[config.mk]
export PLATFORM = sky130hd
export DESIGN_NAME = tick_task_dispatcher_top
export DESIGN_NICKNAME = d
export VERILOG_FILES = /design/src/rtl/core/tkd_pkg.sv /design/src/rtl/core/tkd_ctrl.sv /design/src/rtl/core/tkd_datapath.sv /design/src/rtl/core/tick_task_dispatcher_top.sv
export SDC_FILE = /design/constraint.sdc
export NUM_CORES = 1
export LEC_CHECK = 0
export ABC_AREA = 1
export BUFFER_PORTS_ARGS = -buffer_cell sky130_fd_sc_hd__buf_2
export CORE_MARGIN = 4
export CORE_UTILIZATION = 53
export DETAILED_ROUTE_END_ITERATION = 12
export PLACE_DENSITY = 0.78
export RECOVER_POWER = 25
export SYNTH_ARGS = -nofsm -noshare
export SYNTH_HDL_FRONTEND = slang
export SYNTH_SLANG_ARGS = --single-unit
[constraint.sdc]
create_clock -name clk -period 4.4 [get_ports clk]
set_clock_uncertainty 0.2 [all_clocks]
set_input_delay 0.22 -clock clk [delete_from_list [all_inputs] [get_ports clk]]
set_output_delay 0.22 -clock clk [all_outputs]
set_load 0.01 [all_outputs]
[src/rtl/core/tkd_pkg.sv]
// Package for the tick task dispatcher: sizes, codes and controller/datapath link types.
`timescale 1ns / 1ps
`default_nettype none
package tkd_pkg;

	localparam int TASK_SLOTS = 8;
	localparam int SLOT_W     = (TASK_SLOTS > 1) ? $clog2(TASK_SLOTS) : 1;
	localparam int CNT_W      = $clog2(TASK_SLOTS + 1);
	localparam int ID_W       = 4;
	localparam int DIV_STEPS  = 8;
	localparam int DIV_CNT_W  = $clog2(DIV_STEPS);

	localparam logic [1:0] OP_CREATE = 2'd0;
	localparam logic [1:0] OP_DELETE = 2'd1;
	localparam logic [1:0] OP_TICK   = 2'd2;
	localparam logic [1:0] OP_UNUSED = 2'd3;

	localparam logic [2:0] ST_OK      = 3'd0;
	localparam logic [2:0] ST_INVALID = 3'd1;
	localparam logic [2:0] ST_EXISTS  = 3'd2;
	localparam logic [2:0] ST_FULL    = 3'd3;
	localparam logic [2:0] ST_ABSENT  = 3'd4;
	localparam logic [2:0] ST_EMPTY   = 3'd5;

	localparam logic [7:0] MODE_PERIODIC = 8'd1;

	typedef struct packed {
		logic load;
		logic emit_status;
		logic div_start;
		logic div_step;
		logic commit;
		logic apply_delete;
		logic scan_init;
		logic scan_step;
		logic flush;
	} tkd_cmd_t;

	typedef struct packed {
		logic [1:0] op;
		logic       create_ok;
		logic       div_last;
		logic       scan_last;
	} tkd_stat_t;

endpackage
`default_nettype wire

[src/rtl/core/tkd_ctrl.sv]
// Controller state machine of the tick task dispatcher.
`timescale 1ns / 1ps
`default_nettype none
module tkd_ctrl (
	input  wire logic             clk,
	input  wire logic             arst_n,
	input  wire logic             start,
	input  tkd_pkg::tkd_stat_t    stat,
	output tkd_pkg::tkd_cmd_t     cmd,
	output logic                  busy
);
	import tkd_pkg::*;

	localparam logic [2:0] S_IDLE   = 3'd0;
	localparam logic [2:0] S_DECODE = 3'd1;
	localparam logic [2:0] S_DIV    = 3'd2;
	localparam logic [2:0] S_COMMIT = 3'd3;
	localparam logic [2:0] S_SCAN   = 3'd4;
	localparam logic [2:0] S_FLUSH  = 3'd5;

	logic [2:0] state_q;
	logic [2:0] state_d;

	assign busy = (state_q != S_IDLE);

	always_comb begin
		state_d = state_q;
		cmd     = '0;
		case (state_q)
			S_IDLE: begin
				if (start) begin
					cmd.load = 1'b1;
					state_d  = S_DECODE;
				end
			end
			S_DECODE: begin
				case (stat.op)
					OP_CREATE: begin
						if (stat.create_ok) begin
							cmd.div_start = 1'b1;
							state_d       = S_DIV;
						end else begin
							cmd.emit_status = 1'b1;
							state_d         = S_IDLE;
						end
					end
					OP_DELETE: begin
						cmd.emit_status  = 1'b1;
						cmd.apply_delete = 1'b1;
						state_d          = S_IDLE;
					end
					OP_TICK: begin
						cmd.scan_init = 1'b1;
						state_d       = S_SCAN;
					end
					default: begin
						cmd.emit_status = 1'b1;
						state_d         = S_IDLE;
					end
				endcase
			end
			S_DIV: begin
				cmd.div_step = 1'b1;
				if (stat.div_last) begin
					state_d = S_COMMIT;
				end
			end
			S_COMMIT: begin
				cmd.commit      = 1'b1;
				cmd.emit_status = 1'b1;
				state_d         = S_IDLE;
			end
			S_SCAN: begin
				cmd.scan_step = 1'b1;
				if (stat.scan_last) begin
					state_d = S_FLUSH;
				end
			end
			S_FLUSH: begin
				cmd.flush = 1'b1;
				state_d   = S_IDLE;
			end
			default: begin
				state_d = S_IDLE;
			end
		endcase
	end

	always_ff @(posedge clk or negedge arst_n) begin
		if (!arst_n) begin
			state_q <= S_IDLE;
		end else begin
			state_q <= state_d;
		end
	end

endmodule
`default_nettype wire

[src/rtl/core/tkd_datapath.sv]
// Datapath of the tick task dispatcher: slot table, delay divider, tick scan and result register.
`timescale 1ns / 1ps
`default_nettype none
module tkd_datapath (
	input  wire logic                    clk,
	input  wire logic                    arst_n,
	input  wire logic [1:0]              opcode,
	input  wire logic [7:0]              task_id,
	input  wire logic [7:0]              periodic_mode,
	input  wire logic [7:0]              delay_time,
	input  wire logic [7:0]              ticks_elapsed,
	input  wire logic [7:0]              resolution,
	input  tkd_pkg::tkd_cmd_t            cmd,
	output tkd_pkg::tkd_stat_t           stat,
	output logic                         result_valid,
	output logic [2:0]                   status,
	output logic                         due_valid,
	output logic [tkd_pkg::ID_W-1:0]     due_id,
	output logic                         last
);
	import tkd_pkg::*;

	// Latched item.
	logic [1:0] op_q;
	logic [7:0] id_q;
	logic [7:0] mode_q;
	logic [7:0] delay_q;
	logic [7:0] ticks_q;

	// Slot table.
	logic [TASK_SLOTS-1:0] valid_q;
	logic [TASK_SLOTS-1:0] periodic_q;
	logic [7:0]            target_q  [TASK_SLOTS];
	logic [7:0]            elapsed_q [TASK_SLOTS];
	logic [CNT_W-1:0]      count_q;

	// Divider.
	logic [7:0]           divisor_q;
	logic [7:0]           quo_q;
	logic [7:0]           rem_q;
	logic [DIV_CNT_W-1:0] div_cnt_q;
	logic [8:0]           div_shift;
	logic                 div_fit;

	// Scan.
	logic [SLOT_W-1:0] scan_idx_q;
	logic              pend_q;
	logic [SLOT_W-1:0] pend_id_q;
	logic [8:0]        scan_sum;
	logic [7:0]        scan_sat;
	logic              scan_due;

	// Result register.
	logic            res_valid_q;
	logic [2:0]      status_q;
	logic            due_valid_q;
	logic [ID_W-1:0] due_id_q;
	logic            last_q;

	logic              id_in_range;
	logic [SLOT_W-1:0] sid;
	logic              slot_used;
	logic [2:0]        create_status;
	logic [2:0]        delete_status;
	logic [2:0]        item_status;

	assign id_in_range = (id_q < 8'(TASK_SLOTS));
	assign sid         = id_q[SLOT_W-1:0];
	assign slot_used   = id_in_range && valid_q[sid];

	always_comb begin
		if (count_q == CNT_W'(TASK_SLOTS)) begin
			create_status = ST_FULL;
		end else if (!id_in_range) begin
			create_status = ST_INVALID;
		end else if (slot_used) begin
			create_status = ST_EXISTS;
		end else if (mode_q > MODE_PERIODIC) begin
			create_status = ST_INVALID;
		end else begin
			create_status = ST_OK;
		end

		if (count_q == '0) begin
			delete_status = ST_EMPTY;
		end else if (!id_in_range) begin
			delete_status = ST_INVALID;
		end else if (!slot_used) begin
			delete_status = ST_ABSENT;
		end else begin
			delete_status = ST_OK;
		end

		case (op_q)
			OP_CREATE: item_status = create_status;
			OP_DELETE: item_status = delete_status;
			default:   item_status = ST_INVALID;
		endcase
	end

	// One restoring step: shift in the next dividend bit and subtract if it fits.
	assign div_shift = {rem_q, quo_q[7]};
	assign div_fit   = (div_shift >= {1'b0, divisor_q});

	assign scan_sum = {1'b0, elapsed_q[scan_idx_q]} + {1'b0, ticks_q};
	assign scan_sat = scan_sum[8] ? 8'hFF : scan_sum[7:0];
	assign scan_due = valid_q[scan_idx_q] && (scan_sat >= target_q[scan_idx_q]);

	assign stat.op        = op_q;
	assign stat.create_ok = (create_status == ST_OK);
	assign stat.div_last  = (div_cnt_q == DIV_CNT_W'(DIV_STEPS - 1));
	assign stat.scan_last = (scan_idx_q == SLOT_W'(TASK_SLOTS - 1));

	always_ff @(posedge clk) begin
		if (cmd.load) begin
			op_q    <= opcode;
			id_q    <= task_id;
			mode_q  <= periodic_mode;
			delay_q <= delay_time;
			ticks_q <= ticks_elapsed;
		end
		if (cmd.div_start) begin
			divisor_q <= (resolution == 8'd0) ? 8'd1 : resolution;
			quo_q     <= delay_q;
			rem_q     <= 8'd0;
		end else if (cmd.div_step) begin
			quo_q <= {quo_q[6:0], div_fit};
			rem_q <= div_fit ? 8'(div_shift - {1'b0, divisor_q}) : div_shift[7:0];
		end
		if (cmd.commit) begin
			periodic_q[sid] <= (mode_q == MODE_PERIODIC);
			target_q[sid]   <= quo_q;
			elapsed_q[sid]  <= 8'd0;
		end
		if (cmd.scan_step && valid_q[scan_idx_q]) begin
			elapsed_q[scan_idx_q] <= (scan_due && periodic_q[scan_idx_q]) ? 8'd0 : scan_sat;
		end
		if (cmd.scan_step && scan_due) begin
			pend_id_q <= scan_idx_q;
		end
		if (cmd.emit_status) begin
			status_q    <= item_status;
			due_valid_q <= 1'b0;
			due_id_q    <= '0;
			last_q      <= 1'b1;
		end else if (cmd.scan_step) begin
			status_q    <= ST_OK;
			due_valid_q <= 1'b1;
			due_id_q    <= ID_W'(pend_id_q);
			last_q      <= 1'b0;
		end else if (cmd.flush) begin
			status_q    <= ST_OK;
			due_valid_q <= pend_q;
			due_id_q    <= pend_q ? ID_W'(pend_id_q) : '0;
			last_q      <= 1'b1;
		end else begin
			status_q    <= ST_OK;
			due_valid_q <= 1'b0;
			due_id_q    <= '0;
			last_q      <= 1'b1;
		end
	end

	always_ff @(posedge clk or negedge arst_n) begin
		if (!arst_n) begin
			valid_q     <= '0;
			count_q     <= '0;
			div_cnt_q   <= '0;
			scan_idx_q  <= '0;
			pend_q      <= 1'b0;
			res_valid_q <= 1'b0;
		end else begin
			res_valid_q <= cmd.emit_status || cmd.flush ||
				(cmd.scan_step && scan_due && pend_q);
			if (cmd.div_start) begin
				div_cnt_q <= '0;
			end else if (cmd.div_step) begin
				div_cnt_q <= div_cnt_q + 1'b1;
			end
			if (cmd.commit) begin
				valid_q[sid] <= 1'b1;
				count_q      <= count_q + 1'b1;
			end
			if (cmd.apply_delete && (delete_status == ST_OK)) begin
				valid_q[sid] <= 1'b0;
				count_q      <= count_q - 1'b1;
			end
			if (cmd.scan_init) begin
				scan_idx_q <= '0;
				pend_q     <= 1'b0;
			end else if (cmd.scan_step) begin
				scan_idx_q <= scan_idx_q + 1'b1;
				if (scan_due) begin
					pend_q <= 1'b1;
					if (!periodic_q[scan_idx_q]) begin
						valid_q[scan_idx_q] <= 1'b0;
						count_q             <= count_q - 1'b1;
					end
				end
			end
		end
	end

	assign result_valid = res_valid_q;
	assign status       = status_q;
	assign due_valid    = due_valid_q;
	assign due_id       = due_id_q;
	assign last         = last_q;

endmodule
`default_nettype wire

[src/rtl/core/tick_task_dispatcher_top.sv]
// Top level of the tick task dispatcher: resolution register, controller and datapath.
//
//   Channel   Signals                                          Direction
//   item      start, busy, opcode, task_id, periodic_mode,    in (busy out)
//             delay_time, ticks_elapsed
//   result    result_valid, status, due_valid, due_id, last   out
//   config    psel, penable, pwrite, paddr, pwdata,           in (prdata,
//             prdata, pready                                   pready out)
//
// An item is taken at a rising edge with start high and busy low. A create
// that passes its checks goes through a decode state, eight steps of the
// bit-serial delay divider and a commit state before its result is
// registered. A delete, an unused opcode or a rejected create gives its
// result from the decode state. A tick pass walks the slot table one slot a
// cycle and then passes a flush state. Reset clears the valid bits and
// occupancy count at once, so no clearing pass is needed. Results are
// shown for one cycle each under result_valid; the receiver cannot stall.
`timescale 1ns / 1ps
`default_nettype none
module tick_task_dispatcher_top (
	input  wire logic                    clk,
	input  wire logic                    arst_n,
	// Item channel.
	input  wire logic                    start,
	output logic                         busy,
	input  wire logic [1:0]              opcode,
	input  wire logic [7:0]              task_id,
	input  wire logic [7:0]              periodic_mode,
	input  wire logic [7:0]              delay_time,
	input  wire logic [7:0]              ticks_elapsed,
	// Result channel.
	output logic                         result_valid,
	output logic [2:0]                   status,
	output logic                         due_valid,
	output logic [tkd_pkg::ID_W-1:0]     due_id,
	output logic                         last,
	// Configuration port.
	input  wire logic                    psel,
	input  wire logic                    penable,
	input  wire logic                    pwrite,
	input  wire logic [2:0]              paddr,
	input  wire logic [31:0]             pwdata,
	output logic [31:0]                  prdata,
	output logic                         pready
);
	import tkd_pkg::*;

	// The only register, tick_resolution, sits at word index zero. The low
	// two address bits are the byte offset and are ignored.
	localparam logic REG_RESOLUTION = 1'b0;

	logic [7:0] resolution_q;
	logic       cfg_write;
	tkd_cmd_t   cmd;
	tkd_stat_t  stat;

	assign pready    = 1'b1;
	assign cfg_write = psel && penable && pwrite && (paddr[2] == REG_RESOLUTION);

	always_ff @(posedge clk or negedge arst_n) begin
		if (!arst_n) begin
			resolution_q <= 8'd1;
		end else if (cfg_write) begin
			resolution_q <= pwdata[7:0];
		end
	end

	// Reads beyond the register list return zero.
	assign prdata = (paddr[2] == REG_RESOLUTION) ? {24'd0, resolution_q} : 32'd0;

	// The controller sequences decode, divide, commit and the slot scan.
	tkd_ctrl u_ctrl (
		.clk    (clk),
		.arst_n (arst_n),
		.start  (start),
		.stat   (stat),
		.cmd    (cmd),
		.busy   (busy)
	);

	// The datapath holds the slot table and drives the registered results.
	tkd_datapath u_datapath (
		.clk           (clk),
		.arst_n        (arst_n),
		.opcode        (opcode),
		.task_id       (task_id),
		.periodic_mode (periodic_mode),
		.delay_time    (delay_time),
		.ticks_elapsed (ticks_elapsed),
		.resolution    (resolution_q),
		.cmd           (cmd),
		.stat          (stat),
		.result_valid  (result_valid),
		.status        (status),
		.due_valid     (due_valid),
		.due_id        (due_id),
		.last          (last)
	);

endmodule
`default_nettype wire

After elaboration in Yosys (flattened, before gate mapping)
Memories as Yosys holds them, arrays and structs flattened.
Index checks and enable logic that the tools add are counted.
{"block": "word_totals", "regBits": 109, "mem_bits_rw": 128, "input_bits": 75, "output_inout_bits": 44, "elab_cells": 166, "mem_count": 2}
{"name": "u_datapath.elapsed_q", "depth": 8, "width": 8, "rd": 1, "rd_ports_with_merged_regs": 0, "wr": 1, "line_no": "tkd_datapath.sv:34", "source": "logic [7:0] elapsed_q [TASK_SLOTS];"}
{"name": "u_datapath.target_q", "depth": 8, "width": 8, "rd": 1, "rd_ports_with_merged_regs": 0, "wr": 1, "line_no": "tkd_datapath.sv:33", "source": "logic [7:0] target_q [TASK_SLOTS];"}
{"block": "op_classes", "addsub": 6, "order_cmp": 8, "eq_ne": 14, "mux": 78, "bitwise": 7, "n_reduce_logical": 28}
{"operator": "two-way mux 8 bit", "n": 13}
{"operator": "two-way mux 3 bit", "n": 17}
{"operator": "two-way mux 1 bit", "n": 29}
{"operator": "two-way mux 4 bit", "n": 6}
{"operator": "bitwise AND 8 bit", "n": 2}
{"operator": "inverter 8 bit", "n": 2}
{"operator": "== test 3 bit (second input constant)", "n": 4}
{"operator": "logical AND 1 bit", "n": 12}
{"operator": "one-hot mux 3 bit (2 select lines)", "n": 2}
{"operator": "one-hot mux 3 bit (4 select lines)", "n": 1}
{"operator": "adder 8 x 8 -> 9 bit", "n": 1}
{"operator": "binary-select mux 1 bit (select 3 bit)", "n": 3}
{"operator": "greater-or-equal comparator 9 x 8 -> 1 bit", "n": 1}
{"operator": "zero test 3 bit", "n": 3}
{"operator": "bitwise mux 8 bit", "n": 1}
{"operator": "== test 8 x 1 -> 1 bit (second input constant)", "n": 1}
{"operator": "greater-or-equal comparator 8 bit", "n": 1}
{"operator": "greater-than comparator 8 x 1 -> 1 bit (second input constant)", "n": 1}
{"operator": "zero test 8 bit", "n": 1}
{"operator": "< comparator 3 x 4 -> 1 bit (second input constant)", "n": 2}
{"operator": "< comparator 8 x 4 -> 1 bit (second input constant)", "n": 1}
{"operator": "OR 8 bit", "n": 1}
{"operator": "OR reduction 8 bit", "n": 1}
{"operator": "subtractor 8 bit", "n": 1}
{"operator": "22 further kinds", "n": 34}

Longest topological paths before layout
{"block": "depth", "ltp_word": 14, "ltp_mapped": 28, "ltp_nobuf": 26}

Modules after synthesis
Synthesis repeated with hierarchy kept, for this count alone.
{"block": "unflattened", "cells_unflattened": 1027, "hier_area_um2": 10834.1}
{"mod": "tkd_datapath", "n_inst": 1, "cells_each": 909, "area_per_inst_um2": 9983.3, "seq_area_each_um2": 6496.2}
{"mod": "tick_task_dispatcher_top", "n_inst": 1, "cells_each": 81, "area_per_inst_um2": 610.6, "seq_area_each_um2": 201.4}
{"mod": "tkd_ctrl", "n_inst": 1, "cells_each": 37, "area_per_inst_um2": 240.2, "seq_area_each_um2": 75.1}

Worst setup path before layout
No wires, ideal clock.
{"block": "synth_path", "path_kind": "register to register", "startpoint": "reg u_datapath.scan_idx_q[0]", "endpoint": "mem u_datapath.elapsed_q[0][5], data pin", "setup_ns": 0.211, "arrival_time_ns": 3.659, "required_time_ns": 3.989, "path_slack_ns": 0.330, "path_stages_with_launch": 24, "path_buffers": 3, "period_less_slack_ns": 4.070, "path_cell_list": "dfrtp_1 -> buf_6 -> clkinv_2 -> buf_2 -> clkbuf_1 -> nor2_1 -> nor2_1 -> o21ai_0 -> o2111ai_1 -> ha_1 -> fa_1 -> nand3_1 -> nand2_1 -> nand4_1 -> nand2_1 -> nor2_1 -> inv_1 -> ha_1 -> a21o_1 -> nor2_1 -> nand3_1 -> o21ai_0 -> nand2_1 -> nor2b_1"}
{"block": "synth_between", "elab_chain_cells": 8, "elab_cells_between_ends": 17, "cone_classes": "1 x add/sub; 1 x order compare; 9 x mux; 4 x reduce/logical; 2 x memory"}
{"item": "start, declared", "line_no": "tkd_datapath.sv:46", "source": "logic [SLOT_W-1:0] scan_idx_q;"}
{"item": "start signal, assigned", "line_no": "tkd_datapath.sv:192", "source": "scan_idx_q <= scan_idx_q + 1'b1;"}
{"item": "memory (8 x 8 bit)"}
{"item": "adder 8 x 8 -> 9 bit", "line_no": "tkd_datapath.sv:105", "source": "assign scan_sum = {1'b0, elapsed_q[scan_idx_q]} + {1'b0, ticks_q};"}
{"item": "two-way mux 8 bit", "line_no": "tkd_datapath.sv:106", "source": "assign scan_sat = scan_sum[8] ? 8'hFF : scan_sum[7:0];"}
{"item": "greater-or-equal comparator 8 bit", "line_no": "tkd_datapath.sv:107", "source": "assign scan_due = valid_q[scan_idx_q] && (scan_sat >= target_q[scan_idx_q]);"}
{"item": "logical AND 1 bit", "line_no": "tkd_datapath.sv:107"}
{"item": "logical AND 1 bit", "line_no": "tkd_datapath.sv:136", "source": "elapsed_q[scan_idx_q] <= (scan_due && periodic_q[scan_idx_q]) ? 8'd0 : scan_sat;"}
{"item": "two-way mux 8 bit", "line_no": "tkd_datapath.sv:136"}
{"item": "two-way mux 8 bit (no line) (*)"}
{"item": "end, declared", "line_no": "tkd_datapath.sv:34"}
Every way passes the cells marked *; elsewhere a longest branch is shown, timed or not. The select of a mux whose other input is x is not followed.

Worst setup path after layout
{"block": "layout_path", "startpoint": "reg u_datapath.scan_idx_q[0]", "endpoint": "mem u_datapath.elapsed_q[5][7], data pin"}
Same word-level chain as after synthesis.

==> qor.yml <==
clockBufferDepth: 3
start_kind: "flop"
whs_ns: 0.137
grt_max_degree: 45
io_pins: 119
nFillCells: 1447
synth_top_area_cell: "edfxtp_1"
rsz0062_at_grt: "no"
setup_viol: 0
synth_top_area_frac: 0.528
portBuffers: 66
drt-pass1-iter-count: 5
drc: 0
tightestPinTransition_ns: 1.71
grt-ovfl-total: 0
wl_um: 22700
synth-edff-count: 189
cts_tree: "built"
yosysSeqAreaShare: 0.630
hold_path.class: "primary input to flop"
finalNetCount: 1282
max_freq_mhz: 242
antenna_left: 0
yosysUniqueCellTypes: 50
postLayoutCoreUtil: 0.650
cts_htree_levels: 1
vias_per_cell: 5.25
synth_top_flop_cell: "edfxtp_1"
ys_warn_count: 0
dpl.cell_count: 1368
dr_total_vias: 7654
cts.sinks: 236
grtUsageTotal: 0.203
post-route-period-util: 0.939
required_ns: 4.45
synth_area_um2: 10800
p_total_uw: 7350
initial_core_util: 0.545
drive_above_1_share: 0.160
layout-area-overhead-vs-synth_pct: 19.2
register_area_um2: 6780
worstPathArrival_ns: 4.18
grt_pass1_wl_um: 36500
slew_headroom: -0.140
min_period_ns: 4.13
wl_per_cell_um: 15.5
cap_viol_max_count: 1
cts_root_buf: "clkbuf_16"
syn_avg_cell_area_um2: 10.4
violations: "max-capacitance violations, max-slew violations"
drt-initial-drc-count: 559
grt_pass1_vias: 7454
slew_viol_final: 32
critPathMaxFanout: 30
synth-async-reset-ratio: 0.131
core_area_um2: 19700
numCtsBuffers: 25
leakagePower_uw: 0.00539
insertion_delay_ns: 0.52
synth_area_leaders: "edfxtp_1 53%, dfrtp_1 7.0%, nand2_1 6.1%, nor2_1 6.1%, o21ai_0 3.9%"
fin_ws_ns: 0.270
clkSlewWorstSetupHoldPaths_ns: 0.06
rows: 51
end_kind: "flop"
die_area_um2: 22600
status: "finished with violations"
multiInputGateArea_um2: 3440
die_h_um: 150
crit_type: "flop to flop"
dp_slack_ns: -0.0382
synthCells: 1035
antenna_found_initial: 0
hold_violations: 0
stdcell_count: 1459
place_congestion: 0.846
powerDensity_nw_per_um2: 573
n_antenna_cell: 0
ys_seq_elements: 236
die_w_um: 150
hpwl_um: 14600
ir_worst_vdd_v: 0.000324
-- synthesized netlist by cell type, types with 2 or more instances --
cell / n
a21o_1: 2
a21oi_1: 25
a31oi_1: 3
a32o_1: 2
buf_1: 2
buf_2: 5
buf_4: 26
buf_6: 3
clkbuf_1: 27
conb_1: 2
dfrtp_1: 30
dfxtp_1: 16
edfxtp_1: 189
fa_1: 2
ha_1: 30
inv_1: 86
inv_2: 4
nand2_1: 175
nand2_2: 5
nand3_1: 55
nand4_1: 13
nor2_1: 175
nor2_2: 2
nor3_1: 5
nor3b_1: 3
o2111ai_1: 7
o211ai_1: 4
o21ai_0: 83
o21ai_1: 2
o21ai_2: 4
o21bai_1: 2
o22ai_1: 13
or2_2: 7
xnor2_1: 3
xor2_1: 8
-- metal layers --
| metal | wire length (µm) | vias up | GRT usage |
|---|---|---|---|
| met2 | 11400 | 293 | 0.362 |
| met3 | 1410 | 55 | 0.0322 |
| li1 | - | 3748 | - |
| met4 | 644 | 0 | 0.0645 |
| met1 | 9210 | 3558 | 0.252 |
| met5 | 0 | - | 0 |
-- flip-flops by register name, indices dropped and copies added (netlist names), 2 cells and up --
signal,count
u_datapath.ticks_q,8
u_ctrl.state_q,3
u_datapath.delay_q,8
u_datapath.target_q,64
u_datapath.status,3
u_datapath.divisor_q,8
u_datapath.quo_q,8
u_datapath.due_id,3
u_datapath.elapsed_q,64
u_datapath.periodic_q,8
u_datapath.op_q,2
u_datapath.div_cnt_q,3
u_datapath.mode_q,8
u_datapath.pend_id_q,3
u_datapath.scan_idx_q,3
u_datapath.valid_q,8
resolution_q,8
u_datapath.id_q,8
u_datapath.rem_q,8
u_datapath.count_q,4
-- cell families (layout without fill, tap and decap cells) --
family,count (synthesis),in the layout,share of synthesized area
and+or+nand+nor,448,448,0.175
DFF,236,236,0.630
buffers and inverters,155,290,0.0670
AOI/OAI and AO/OA,151,151,0.0799
adders and majority gates,32,32,0.0386
xor gates and xnor gates,11,11,0.00896
other,2,26,0.000699
-- worst max-delay path, cell delays in order, from the launching register on --
cell and delay (ns):
dfrtp_2 0.44, buf_12 0.18, nor2_1 0.14, nor2_1 0.06, o21ai_0 0.09, o2111ai_1 0.15, ha_1 0.23, fa_1 0.42
nand3_1 0.10, nand2_1 0.08, nand4_1 0.15, nand2_4 0.11, nor2_2 0.17, inv_1 0.06, ha_1 0.27, nand2_1 0.06
nor2_1 0.14, nand4_1 0.09, nand3_1 0.16, o21ai_0 0.11, nand2_1 0.07, buf_4 0.27, nor2_4 0.10
-- what timing repair did --
| item | in CTS | in global routing |
|---|---|---|
| hold buffers | 44 | 0 |
| endpoints found under the hold margin | 74 | 0 |
| gates resized for setup | 4 | 25 |
| pin swaps | 0 | 0 |
| gates cloned | 0 | 0 |
| endpoints found under the setup margin | 65 | 75 |
| setup buffers | 0 | 1 |
-- path summary, 6_finish.rpt --
path / start / end / slack [ns] / cells after the start
worst max-delay path: u_datapath.scan_idx_q[0] / u_datapath.elapsed_q[5][7] / 0.27 / 22
worst max register to register: u_datapath.scan_idx_q[0] / u_datapath.elapsed_q[5][7] / 0.27 / 22
worst min register to register: resolution_q[1] / u_datapath.divisor_q[1] / 0.25 / 0
max in group asynchronous: arst_n / u_datapath.scan_idx_q[1] / 2.39 / 2
worst min-delay path: pwrite / resolution_q[0] / 0.14 / 3
min in group asynchronous: arst_n / resolution_q[1] / 0.47 / 2
-- where the power goes --
group	leakage, µW	internal (µW)	switching [µW]
logic	0.00266	1010	1580
registers	0.00232	2600	90.7
clock network	0.000414	1240	833
-- cells in the final DEF, fill, tap and decap left out, types with 16 or more instances in the layout --
cell and n:
inv_1 83, ha_1 30, dfrtp_1 28, dlygate4sd3_1 44
a21oi_1 24, conb_1 26, dfxtp_1 16, nor2_1 164
edfxtp_1 189, nand2_1 174, clkbuf_16 25, nand3_1 55
o21ai_0 83, buf_4 42, buf_2 60
-- final cells by class --
class,count,area share
sequential,236,0.528
timing repair buffer,153,0.0857
clock inverter,12,0.0101
clock buffer,34,0.0546
tap,265,0.0259
multi-input combinational,668,0.268
inverter,91,0.0270
-- stage by stage --
stage | instance area, µm² | TNS, ns
2_1_floorplan | 10800 | 0
6_report | 12800 | 0
4_1_cts | 12700 | 0
3_5_place_dp | 11500 | -0.743
3_3_place_gp | 11500 | 0
5_1_grt | 12800 | 0
No activity file was read; power rests on OpenSTA's default activity.
